==> config.mk <==
export PLATFORM = sky130hd
export DESIGN_NAME = echo_range_smooth_hysteresis
export DESIGN_NICKNAME = d
export VERILOG_FILES = /design/src/rtl/core/ers_pkg.sv /design/src/rtl/core/ers_alu.sv /design/src/rtl/core/echo_range_smooth_hysteresis.sv
export SDC_FILE = /design/constraint.sdc
export NUM_CORES = 1
export LEC_CHECK = 0
export BUFFER_PORTS_ARGS = -buffer_cell sky130_fd_sc_hd__buf_2
export CAP_MARGIN = 25
export CORE_MARGIN = 1
export CORE_UTILIZATION = 55
export DETAILED_ROUTE_END_ITERATION = 10
export PLACE_DENSITY_LB_ADDON = 0.12
export SETUP_SLACK_MARGIN = 0.3
export SLEW_MARGIN = 0
export SYNTH_ARGS = -nofsm -noshare
export SYNTH_HDL_FRONTEND = slang
export SYNTH_SLANG_ARGS = --single-unit
==> constraint.sdc <==
create_clock -name clk -period 12.6 [get_ports clk]
set_clock_uncertainty 0.15 [all_clocks]
set_input_delay 1.89 -clock clk [delete_from_list [all_inputs] [get_ports clk]]
set_output_delay 1.89 -clock clk [all_outputs]
set_load 0.02 [all_outputs]
==> src/rtl/core/ers_pkg.sv <==
`timescale 1ns / 1ps
`default_nettype none
// ----------------------------------------------------------------------------
// ers_pkg
// Shared types and constants for the echo range smoother with hysteresis.
// ----------------------------------------------------------------------------
package ers_pkg;

  // field widths
  localparam int ECHO_W    = 15;
  localparam int DIST_W    = 14;
  localparam int USED_W    = 5;
  localparam int CFG_ADDR_W = 1;

  // stream widths, padded to whole bytes
  localparam int IN_TDATA_W  = 16;
  localparam int OUT_TDATA_W = 24;

  // pulse width to 1/16 cm: (echo * 1124) >> 12
  localparam int         MUL_W      = 11;
  localparam logic [MUL_W-1:0] DIST_MUL = 11'd1124;
  localparam int         DIST_SHIFT = 12;
  localparam int         PROD_W     = ECHO_W + MUL_W;

  // widths above this mean no echo came back
  localparam logic [ECHO_W-1:0] TIMEOUT_LIMIT = 15'd30000;
  localparam logic [DIST_W-1:0] DIST_MAX      = 14'd8232;

  // defaults
  localparam int WINDOW_DEF = 5;
  localparam logic [DIST_W-1:0] LOWER_RST = 14'd720;
  localparam logic [DIST_W-1:0] UPPER_RST = 14'd880;

  // configuration register indexes
  localparam logic [CFG_ADDR_W-1:0] CFG_LOWER = 1'd0;
  localparam logic [CFG_ADDR_W-1:0] CFG_UPPER = 1'd1;

  // shared unit operation
  typedef enum logic {
    ALU_ADD,
    ALU_SUB
  } alu_op_t;

  // sequencer states
  typedef enum logic [2:0] {
    ST_IDLE,
    ST_LOAD,
    ST_SUM,
    ST_DIV,
    ST_CMP_LO,
    ST_CMP_HI,
    ST_OUT
  } state_t;

endpackage : ers_pkg
`default_nettype wire

==> src/rtl/core/ers_alu.sv <==
`timescale 1ns / 1ps
`default_nettype none
// ----------------------------------------------------------------------------
// ers_alu
// Shared add/subtract unit; the borrow doubles as the less-than compare.
// ----------------------------------------------------------------------------
module ers_alu
  import ers_pkg::*;
#(
  parameter int W = 17
) (
  input  alu_op_t        op,
  input  logic [W-1:0]   a,
  input  logic [W-1:0]   b,
  output logic [W-1:0]   res,
  output logic           borrow
);

  logic [W:0] full;

  // one adder, b inverted for subtract
  always_comb begin
    case (op)
      ALU_ADD: full = {1'b0, a} + {1'b0, b};
      ALU_SUB: full = {1'b0, a} - {1'b0, b};
      default: full = {1'b0, a} + {1'b0, b};
    endcase
  end

  assign res    = full[W-1:0];
  assign borrow = (op == ALU_SUB) ? full[W] : 1'b0;

endmodule : ers_alu
`default_nettype wire

==> src/rtl/core/echo_range_smooth_hysteresis.sv <==
`timescale 1ns / 1ps
`default_nettype none
// ----------------------------------------------------------------------------
// echo_range_smooth_hysteresis
// Echo pulse width to distance, running mean over a window, near/far flag.
// ----------------------------------------------------------------------------
// Usage:
//   in_*  stream carries one echo pulse width (us) per transaction.
//   out_* stream carries the mean distance, the far flag and the sample count.
//   cfg_* writes the lower (index 0) and upper (index 1) thresholds; user writes only while idle; not enforced.
// A width of zero or above 30000 is a timeout: it is accepted, produces no
// transaction and leaves the window, fill count and flag alone.
// A valid width runs through a sequencer around one shared adder: a load state
// for the distance multiply and window write, one add per filled sample
// (n = 1..WINDOW), one restoring divide step per sum bit (SUM_W bits,
// 17 at WINDOW = 5), one or two compares and an output state.
// in_tready is low while an item is in flight; one item at a time.
// The result register lets the next item start while a result waits;
// a stalled receiver holds the sequencer only at the output cycle.
// Reset clears the fill count, write slot, flag and thresholds; the window
// contents are not cleared since only filled entries are ever read.
// ----------------------------------------------------------------------------
module echo_range_smooth_hysteresis
  import ers_pkg::*;
#(
  parameter int WINDOW = WINDOW_DEF
) (
  input  logic                   clk,
  input  logic                   rst_n,
  // input stream, tdata: echo_us[14:0]
  input  logic                   in_tvalid,
  output logic                   in_tready,
  input  logic [IN_TDATA_W-1:0]  in_tdata,
  // result stream, tdata: smoothed_distance[13:0], is_far[14], samples_used[19:15]
  output logic                   out_tvalid,
  input  logic                   out_tready,
  output logic [OUT_TDATA_W-1:0] out_tdata,
  // configuration
  input  logic                   cfg_we,
  input  logic [CFG_ADDR_W-1:0]  cfg_addr,
  input  logic [DIST_W-1:0]      cfg_wdata
);

  localparam int SLOT_W = (WINDOW > 1) ? $clog2(WINDOW) : 1;
  localparam int CNT_W  = $clog2(WINDOW + 1);
  localparam int SUM_W  = DIST_W + CNT_W;
  localparam int STEP_W = $clog2(SUM_W);
  localparam int REM_W  = CNT_W + 1;

  // state
  state_t                  state_r, state_nxt;
  logic [DIST_W-1:0]       lower_r, upper_r;
  logic [ECHO_W-1:0]       echo_r;
  logic [DIST_W-1:0]       window_r [WINDOW];
  logic [SLOT_W-1:0]       slot_r;
  logic [CNT_W-1:0]        fill_r;
  logic                    far_r, far_nxt;
  logic [SLOT_W-1:0]       idx_r, idx_nxt;
  logic [SUM_W-1:0]        acc_r, acc_nxt;
  logic [CNT_W-1:0]        rem_r, rem_nxt;
  logic [STEP_W-1:0]       step_r, step_nxt;
  logic                    out_valid_r;
  logic [DIST_W-1:0]       out_dist_r;
  logic                    out_far_r;
  logic [USED_W-1:0]       out_used_r;

  // datapath signals
  logic                    in_fire, in_timeout, out_load;
  logic [PROD_W-1:0]       prod;
  logic [DIST_W-1:0]       dist_cm16, mean;
  logic [REM_W-1:0]        trial;
  alu_op_t                 alu_op;
  logic [SUM_W-1:0]        alu_a, alu_b, alu_res;
  logic                    alu_borrow;
  logic                    sum_last;

  assign in_tready  = (state_r == ST_IDLE);
  assign in_fire    = in_tvalid & in_tready;
  assign in_timeout = (in_tdata[ECHO_W-1:0] == '0) ||
                      (in_tdata[ECHO_W-1:0] > TIMEOUT_LIMIT);

  // distance conversion
  assign prod      = PROD_W'(echo_r) * PROD_W'(DIST_MUL);
  assign dist_cm16 = prod[DIST_SHIFT +: DIST_W];

  assign mean     = acc_r[DIST_W-1:0];
  assign trial    = {rem_r, acc_r[SUM_W-1]};
  assign sum_last = ((CNT_W'(idx_r) + CNT_W'(1)) == fill_r);

  ers_alu #(
    .W (SUM_W)
  ) u_alu (
    .op     (alu_op),
    .a      (alu_a),
    .b      (alu_b),
    .res    (alu_res),
    .borrow (alu_borrow)
  );

  // sequencer: next state and shared unit operands
  always_comb begin
    state_nxt = state_r;
    idx_nxt   = idx_r;
    acc_nxt   = acc_r;
    rem_nxt   = rem_r;
    step_nxt  = step_r;
    far_nxt   = far_r;
    alu_op    = ALU_ADD;
    alu_a     = acc_r;
    alu_b     = SUM_W'(window_r[idx_r]);
    out_load  = 1'b0;
    case (state_r)
      ST_IDLE: begin
        if (in_fire && !in_timeout) begin
          state_nxt = ST_LOAD;
        end
      end
      ST_LOAD: begin
        idx_nxt   = '0;
        acc_nxt   = '0;
        rem_nxt   = '0;
        state_nxt = ST_SUM;
      end
      // accumulate the filled entries
      ST_SUM: begin
        acc_nxt = alu_res;
        idx_nxt = idx_r + SLOT_W'(1);
        if (sum_last) begin
          step_nxt  = STEP_W'(SUM_W - 1);
          state_nxt = ST_DIV;
        end
      end
      // restoring divide by the fill count, quotient shifts into acc
      ST_DIV: begin
        alu_op   = ALU_SUB;
        alu_a    = SUM_W'(trial);
        alu_b    = SUM_W'(fill_r);
        rem_nxt  = alu_borrow ? trial[CNT_W-1:0] : alu_res[CNT_W-1:0];
        acc_nxt  = {acc_r[SUM_W-2:0], ~alu_borrow};
        step_nxt = step_r - STEP_W'(1);
        if (step_r == '0) begin
          state_nxt = ST_CMP_LO;
        end
      end
      // below lower threshold wins
      ST_CMP_LO: begin
        alu_op = ALU_SUB;
        alu_a  = SUM_W'(mean);
        alu_b  = SUM_W'(lower_r);
        if (alu_borrow) begin
          far_nxt   = 1'b0;
          state_nxt = ST_OUT;
        end else begin
          state_nxt = ST_CMP_HI;
        end
      end
      ST_CMP_HI: begin
        alu_op = ALU_SUB;
        alu_a  = SUM_W'(upper_r);
        alu_b  = SUM_W'(mean);
        if (alu_borrow) begin
          far_nxt = 1'b1;
        end
        state_nxt = ST_OUT;
      end
      ST_OUT: begin
        if (!out_valid_r || out_tready) begin
          out_load  = 1'b1;
          state_nxt = ST_IDLE;
        end
      end
      default: state_nxt = ST_IDLE;
    endcase
  end

  // control registers
  always_ff @(posedge clk) begin
    if (!rst_n) begin
      state_r     <= ST_IDLE;
      slot_r      <= '0;
      fill_r      <= '0;
      far_r       <= 1'b0;
      out_valid_r <= 1'b0;
    end else begin
      state_r <= state_nxt;
      far_r   <= far_nxt;
      if (state_r == ST_LOAD) begin
        slot_r <= (slot_r == SLOT_W'(WINDOW - 1)) ? '0 : slot_r + SLOT_W'(1);
        if (fill_r != CNT_W'(WINDOW)) begin
          fill_r <= fill_r + CNT_W'(1);
        end
      end
      if (out_load) begin
        out_valid_r <= 1'b1;
      end else if (out_tready) begin
        out_valid_r <= 1'b0;
      end
    end
  end

  // configuration registers
  always_ff @(posedge clk) begin
    if (!rst_n) begin
      lower_r <= LOWER_RST;
      upper_r <= UPPER_RST;
    end else if (cfg_we) begin
      case (cfg_addr)
        CFG_LOWER: lower_r <= cfg_wdata;
        CFG_UPPER: upper_r <= cfg_wdata;
        default: ;
      endcase
    end
  end

  // window memory
  always_ff @(posedge clk) begin
    if (state_r == ST_LOAD) begin
      window_r[slot_r] <= dist_cm16;
    end
  end

  // working and payload registers
  always_ff @(posedge clk) begin
    if (in_fire) begin
      echo_r <= in_tdata[ECHO_W-1:0];
    end
    idx_r  <= idx_nxt;
    acc_r  <= acc_nxt;
    rem_r  <= rem_nxt;
    step_r <= step_nxt;
    if (out_load) begin
      out_dist_r <= mean;
      out_far_r  <= far_r;
      out_used_r <= USED_W'(fill_r);
    end
  end

  assign out_tvalid = out_valid_r;
  assign out_tdata  = {{(OUT_TDATA_W - DIST_W - 1 - USED_W){1'b0}},
                       out_used_r, out_far_r, out_dist_r};

endmodule : echo_range_smooth_hysteresis
`default_nettype wire

Word level (Yosys, flattened, before mapping)
Memories as Yosys holds them, arrays and structs flattened. A register that Yosys moved wholly into a read port is not among the register bits. Cells that the tools add are included.

Register bits: 100. RAM bits: 70. Output and inout bits: 26. Memories kept: 1.

Memory list: window_r (words 5, width 14, read ports 1, clocked after memory_dff 1, wr ports 1, line echo_range_smooth_hysteresis.sv:54) `logic [DIST_W-1:0] window_r [WINDOW];`.

Add/subtract/negate cells: 6. $mul: 1. Magnitude comparators: 1. Equality and inequality tests: 15. Multiplexer cells: 28. Bitwise gates (word level): 4. Reduce and logical (&&, ||, !) cells: 21.

Operator list (count): 17-bit case mux with 3 select lines (2); 14-bit case mux with 3 select lines (1); 18-bit case mux with 2 select lines (1); 15-bit by 9-bit multiplier with 24-bit output (second input constant) (1); 3-bit 2-to-1 mux (7); 3-bit case mux with 7 select lines (1); 17-bit by 14-bit adder with 18-bit output (1); 17-bit by 14-bit subtractor with 18-bit output (1); 15-bit > comparator (second input constant) (1); 15-bit zero test (1); 3-bit equality test (second input constant) (4); 3-bit case mux with 2 select lines (2); 1-bit 2-to-1 mux (10); 2-bit != test (second input constant) (5); 5-bit case mux with 2 select lines (1); 2-bit nonzero test (5); 3-bit by 1-bit adder with 3-bit output (second input constant) (3); 2-bit AND reduction (4); 3-bit by 2-bit equality test with 1-bit output (second input constant) (2); 5-bit zero test (1); 5-bit 2-to-1 mux (1); 5-bit by 1-bit subtractor with 5-bit output (second input constant) (1); 4-bit AND reduction (1); 3-bit by 1-bit equality test with 1-bit output (second input constant) (1); 14 further kinds (18).

Logic depth before layout (Yosys ltp)
Depth in word-level cells: 8. Mapped depth: 21. Gate-level depth less buffers: 19.

Modules after synthesis
Synthesis repeated with hierarchy kept, for this count alone.

Cell total of the unflattened synthesis: 933. Area total of the unflattened synthesis: 10453.8 um2.

Modules (own cells, without submodules): echo_range_smooth_hysteresis (instances 1, cells an instance 770, area each 9290.2 um2); ers_alu (instances 1, cells an instance 163, area each 1163.6 um2).

Worst setup path before layout
OpenSTA, ideal clock, no wires.

Kind: reg-to-reg. From: register with a tool-made name. To: register acc_r[12] (data pin). Arrival time: 3.916 ns. Required time: 12.193 ns. Setup slack: 8.277 ns. Cell stages (with the launch flop): 15. Cell sequence: dfxtp_1 -> buf_6 -> mux4_2 -> a221o_2 -> or4_4 -> nor4_1 -> o32ai_1 -> ha_1 -> a21oi_1 -> nand2_1 -> o2111ai_1 -> a21boi_0 -> o21a_1 -> or3_1 -> a32o_1.

RTL lines: end signal: assignment (line echo_range_smooth_hysteresis.sv:228) `acc_r <= acc_nxt;`; end: declaration (line echo_range_smooth_hysteresis.sv:59) `logic [SUM_W-1:0] acc_r, acc_nxt;`.

Worst setup path after layout
From: register state_r[1]. To: register state_r[1].

Word-level cells in the longest chain between the ends: 8. Elaborated cells between the ends (all ways): 25. Those cells by class: 2 x add/sub; 10 x eq/ne; 7 x mux; 2 x bitwise; 4 x reduce/logical.

Ends and longest elaborated chain: start: declaration (line echo_range_smooth_hysteresis.sv:51) `state_t state_r, state_nxt;`; start signal: assignment (line echo_range_smooth_hysteresis.sv:185) `state_r <= state_nxt;`; branches (longest 8 deep; another with 17-bit by 14-bit subtractor with 18-bit output).

Several ways; the timed one is not identified. A chain may end at the register's enable or synchronous reset.

==> run_results.csv <==
group,metric,value,unit
synth,synth-seq-cells,173,
synth,synthXorXnorAreaFrac,2.61,%
clocking,tritoncts,"built",
route,wl,21.9,mm
synth,synth.area.top_cells,"edfxtp_1 (38%), ha_1 (10%), dfxtp_1 (8.1%)",
synth,synth-async-reset-ratio,0,%
placed_design,dp_worst_setup_slack,6.54,ns
floorplanning,coreArea,18300,µm²
cells_and_area,syn_to_final_growth,10.2,%
clocking,cts_buffers,17,
cells_and_area,n_antenna_cell,0,
synth,netlist.top_cell.by_area,"edfxtp_1",
floorplanning,fp.dieH,140,µm
synth,synthAdderAreaFrac,14.5,%
sta,worst_pin_slew,0.990,ns
setup_path,crit_fanout,28,
setup_path,cp-end-kind,"flop",
synth,synth_edf_count,131,
pwr,power_density,301,nW/µm²
synth,synth-main-ff-cell,"edfxtp_1",
grt,grt_use_total,23.9,%
outcome,outcome,"completed",
synth,synth_top_family_by_area,"adder cells",
synth,synth_compound_area_share,12.0,%
synth,yosysWarnings,0,
synth,syn_area,10400,µm²
cells_and_area,layout-drive-gt1-share,12.9,%
route,drc,0,
cells_and_area,layout_common_cells,"edfxtp_1 (131), nand2_1 (113), inv_1 (89), ha_1 (87), nor2_1 (68)",
sta,min_period_over_period,48.6,%
sta,final_hold_viol_count,0,
route,ant_nets,0,
sta,fin_crit,6.13,ns
sta,slew_headroom,33.9,%
floorplanning,rows,49,
cells_and_area,seqCellArea,4780,µm²
clocking,cts_resized,0,
synth,synth-simple-area-share,13.9,%
sta,drv_slew,0,
synth,synth_cell_type_count,73,
synth,postSynthAreaPerCell,10.7,µm²
placed_design,numPlacedInstances,1232,
hold_path,worstHoldPathType,"flop to flop",
grt,antenna_found_initial,0,
sta,fin_ws,6.47,ns
cells_and_area,layout.nets,1166,
setup_path,critPathRequiredTime,12.77,ns
pwr,leakage,0.00468,µW
floorplanning,die_w,140,µm
sta,tns,0,ns
route,wire_per_inst,17.3,µm
grt,grt_max_degree,58,
synth,synth_top_area_share,37.8,%
clocking,clock_latency,0.44,ns
route,dr.pass1.iters,5,
clocking,postCtsSetupBuffers,0,
setup_path,worst_setup_path_start_kind,"flop",
grt,grt-ovfl-total,0,
route,vias,7249,
synth,synth_seq_area_share,45.8,%
pwr,power,3460,µW
setup_path,r2r_setup_slack,6.47,ns
cells_and_area,multi_input_area,5140,µm²
floorplanning,die-area,19500,µm²
sta,max_freq,163,MHz
cells_and_area,final_common_cell,"edfxtp_1",
placed_design,place_area,10900,µm²
floorplanning,io_pins,62,
clocking,cts_root_buf,"clkbuf_16",
setup_path,path_class,"flop to flop",
setup_path,cp.arrival,6.30,ns
run,max-cap-violations,0,
clocking,cts.sinks,173,
synth,synthMuxAreaShare,5.87,%
setup_path,cp-endpoint,"state_r[1]",
route,viasPerCell,5.73,
sta,finalSetupViolCount,0,
floorplanning,start_util,57.0,%
cells_and_area,fillerInstances,1500,
clocking,clk_pin_slew,0.06,ns
clocking,cts_hold_buf,0,
setup_path,r2r-end,"state_r[1]",
synth,synthCells,977,
setup_path,worst-r2r-cell-count,15,
cells_and_area,stdcell_count,1264,
grt,grt_pass1_wl,35.8,mm
cells_and_area,finalInstanceArea,11500,µm²
grt,grt_pass1_vias,7101,
placed_design,dp_hpwl,16.2,mm
clocking,cts.path.max_buffers,2,
clocking,htreeDepth,4,
pwr,vdd_drop_max,0.188,mV
placed_design,gp_congestion,0.952,
sta,rsz0062_at_grt,"no",
placed_design,portBuffers,54,
route,drtIter0Drc,613,
setup_path,cp-startpoint,"state_r[1]",
setup_path,worstReg2RegStart,"state_r[1]",
==> through the flow <==
| step | hold slack [ns] | utilization, % |
|---|---|---|
| 2_1_floorplan | 0.258 | - |
| 3_5_place_dp | 0.276 | 59.6 |
| 5_1_grt | 0.293 | 62.8 |
| 4_1_cts | 0.289 | 62.8 |
| 6_report | 0.285 | 62.8 |
| 3_3_place_gp | 0.273 | 59.6 |
==> layout make-up <==
type                    instances  share of cell area (%)
repair buffers                 64                    3.01
multi-input cells             676                    44.7
inverters                      90                    2.94
clock inverters                12                    1.05
flip-flops and latches        173                    41.6
clock buffers                  20                    4.17
well taps                     229                    2.50
==> report_power, final <==
part / total, µW / internal, µW / switching [µW]
sequential: 1040 / 932 / 110
clock: 528 / 300 / 228
combinational: 1890 / 774 / 1120
total: 3460 / 2010 / 1450
==> worst max-delay path, cell delays in order (launching register included) <==
cell and delay, ns:
dfxtp_1 0.97, nand3b_1 0.64, nand2_1 0.62, o22ai_1 0.25
or4_4 0.63, nor4_2 0.28, mux2i_1 0.10, and3_1 0.18
ha_1 0.34, and3_1 0.19, nor2b_1 0.14, and3_1 0.17
o31ai_1 0.07, a31oi_1 0.76, nor2_1 0.18, o31a_1 0.32
==> cell families (layout without fill, tap and decap cells) <==
family	after synthesis	in the layout
AOI/OAI and AO/OA	187	187
xor gates and xnor gates	31	31
adders and majority gates	108	108
buffers and inverters	133	186
DFF	173	173
muxes	44	44
other	1	6
and+or+nand+nor	300	300
==> synthesized netlist by cell type (9+ instances only) <==
cell / n
inv_1: 89
nor4_1: 11
a22oi_1: 10
edfxtp_1: 131
dfxtp_1: 42
a21boi_0: 25
nor2b_1: 11
ha_1: 87
clkbuf_1: 25
o21ai_0: 40
mux4_2: 12
a21oi_1: 39
mux2i_1: 27
nor3_1: 19
nor2_1: 68
and2_1: 14
buf_4: 9
fa_1: 21
xnor2_1: 23
and3_1: 9
nand2_1: 113
nand3_1: 14
==> worst min path at each step <==
stage                from         to  slack, ns  depth (start not counted)
finish              far_r  out_far_r       0.28                          0
global placement    far_r  out_far_r       0.27                          0
CTS                 far_r  out_far_r       0.29                          0
global route        far_r  out_far_r       0.29                          0
detailed placement  far_r  out_far_r       0.28                          0
floorplan           far_r  out_far_r       0.26                          0
==> flip-flops by register name (all words and copies together), names as in the netlist, named ones only <==
register    count
slot_r          3
acc_r          17
state_r         3
lower_r        14
step_r          5
out_tvalid      1
far_r           1
window_r       70
upper_r        14
out_dist_r     14
out_far_r       1
idx_r           3
rem_r           3
echo_r         15
out_used_r      3
fill_r          3
==> routing by layer <==
metal | up-vias | GRT usage, % | wire (µm)
met4 | 0 | 10.0 | 540
met3 | 35 | 4.47 | 760
li1 | 3595 | - | -
met2 | 157 | 41.5 | 10900
met5 | - | 0 | 0
met1 | 3462 | 29.3 | 9720
Note: power is estimated with default switching activity, not from simulation.
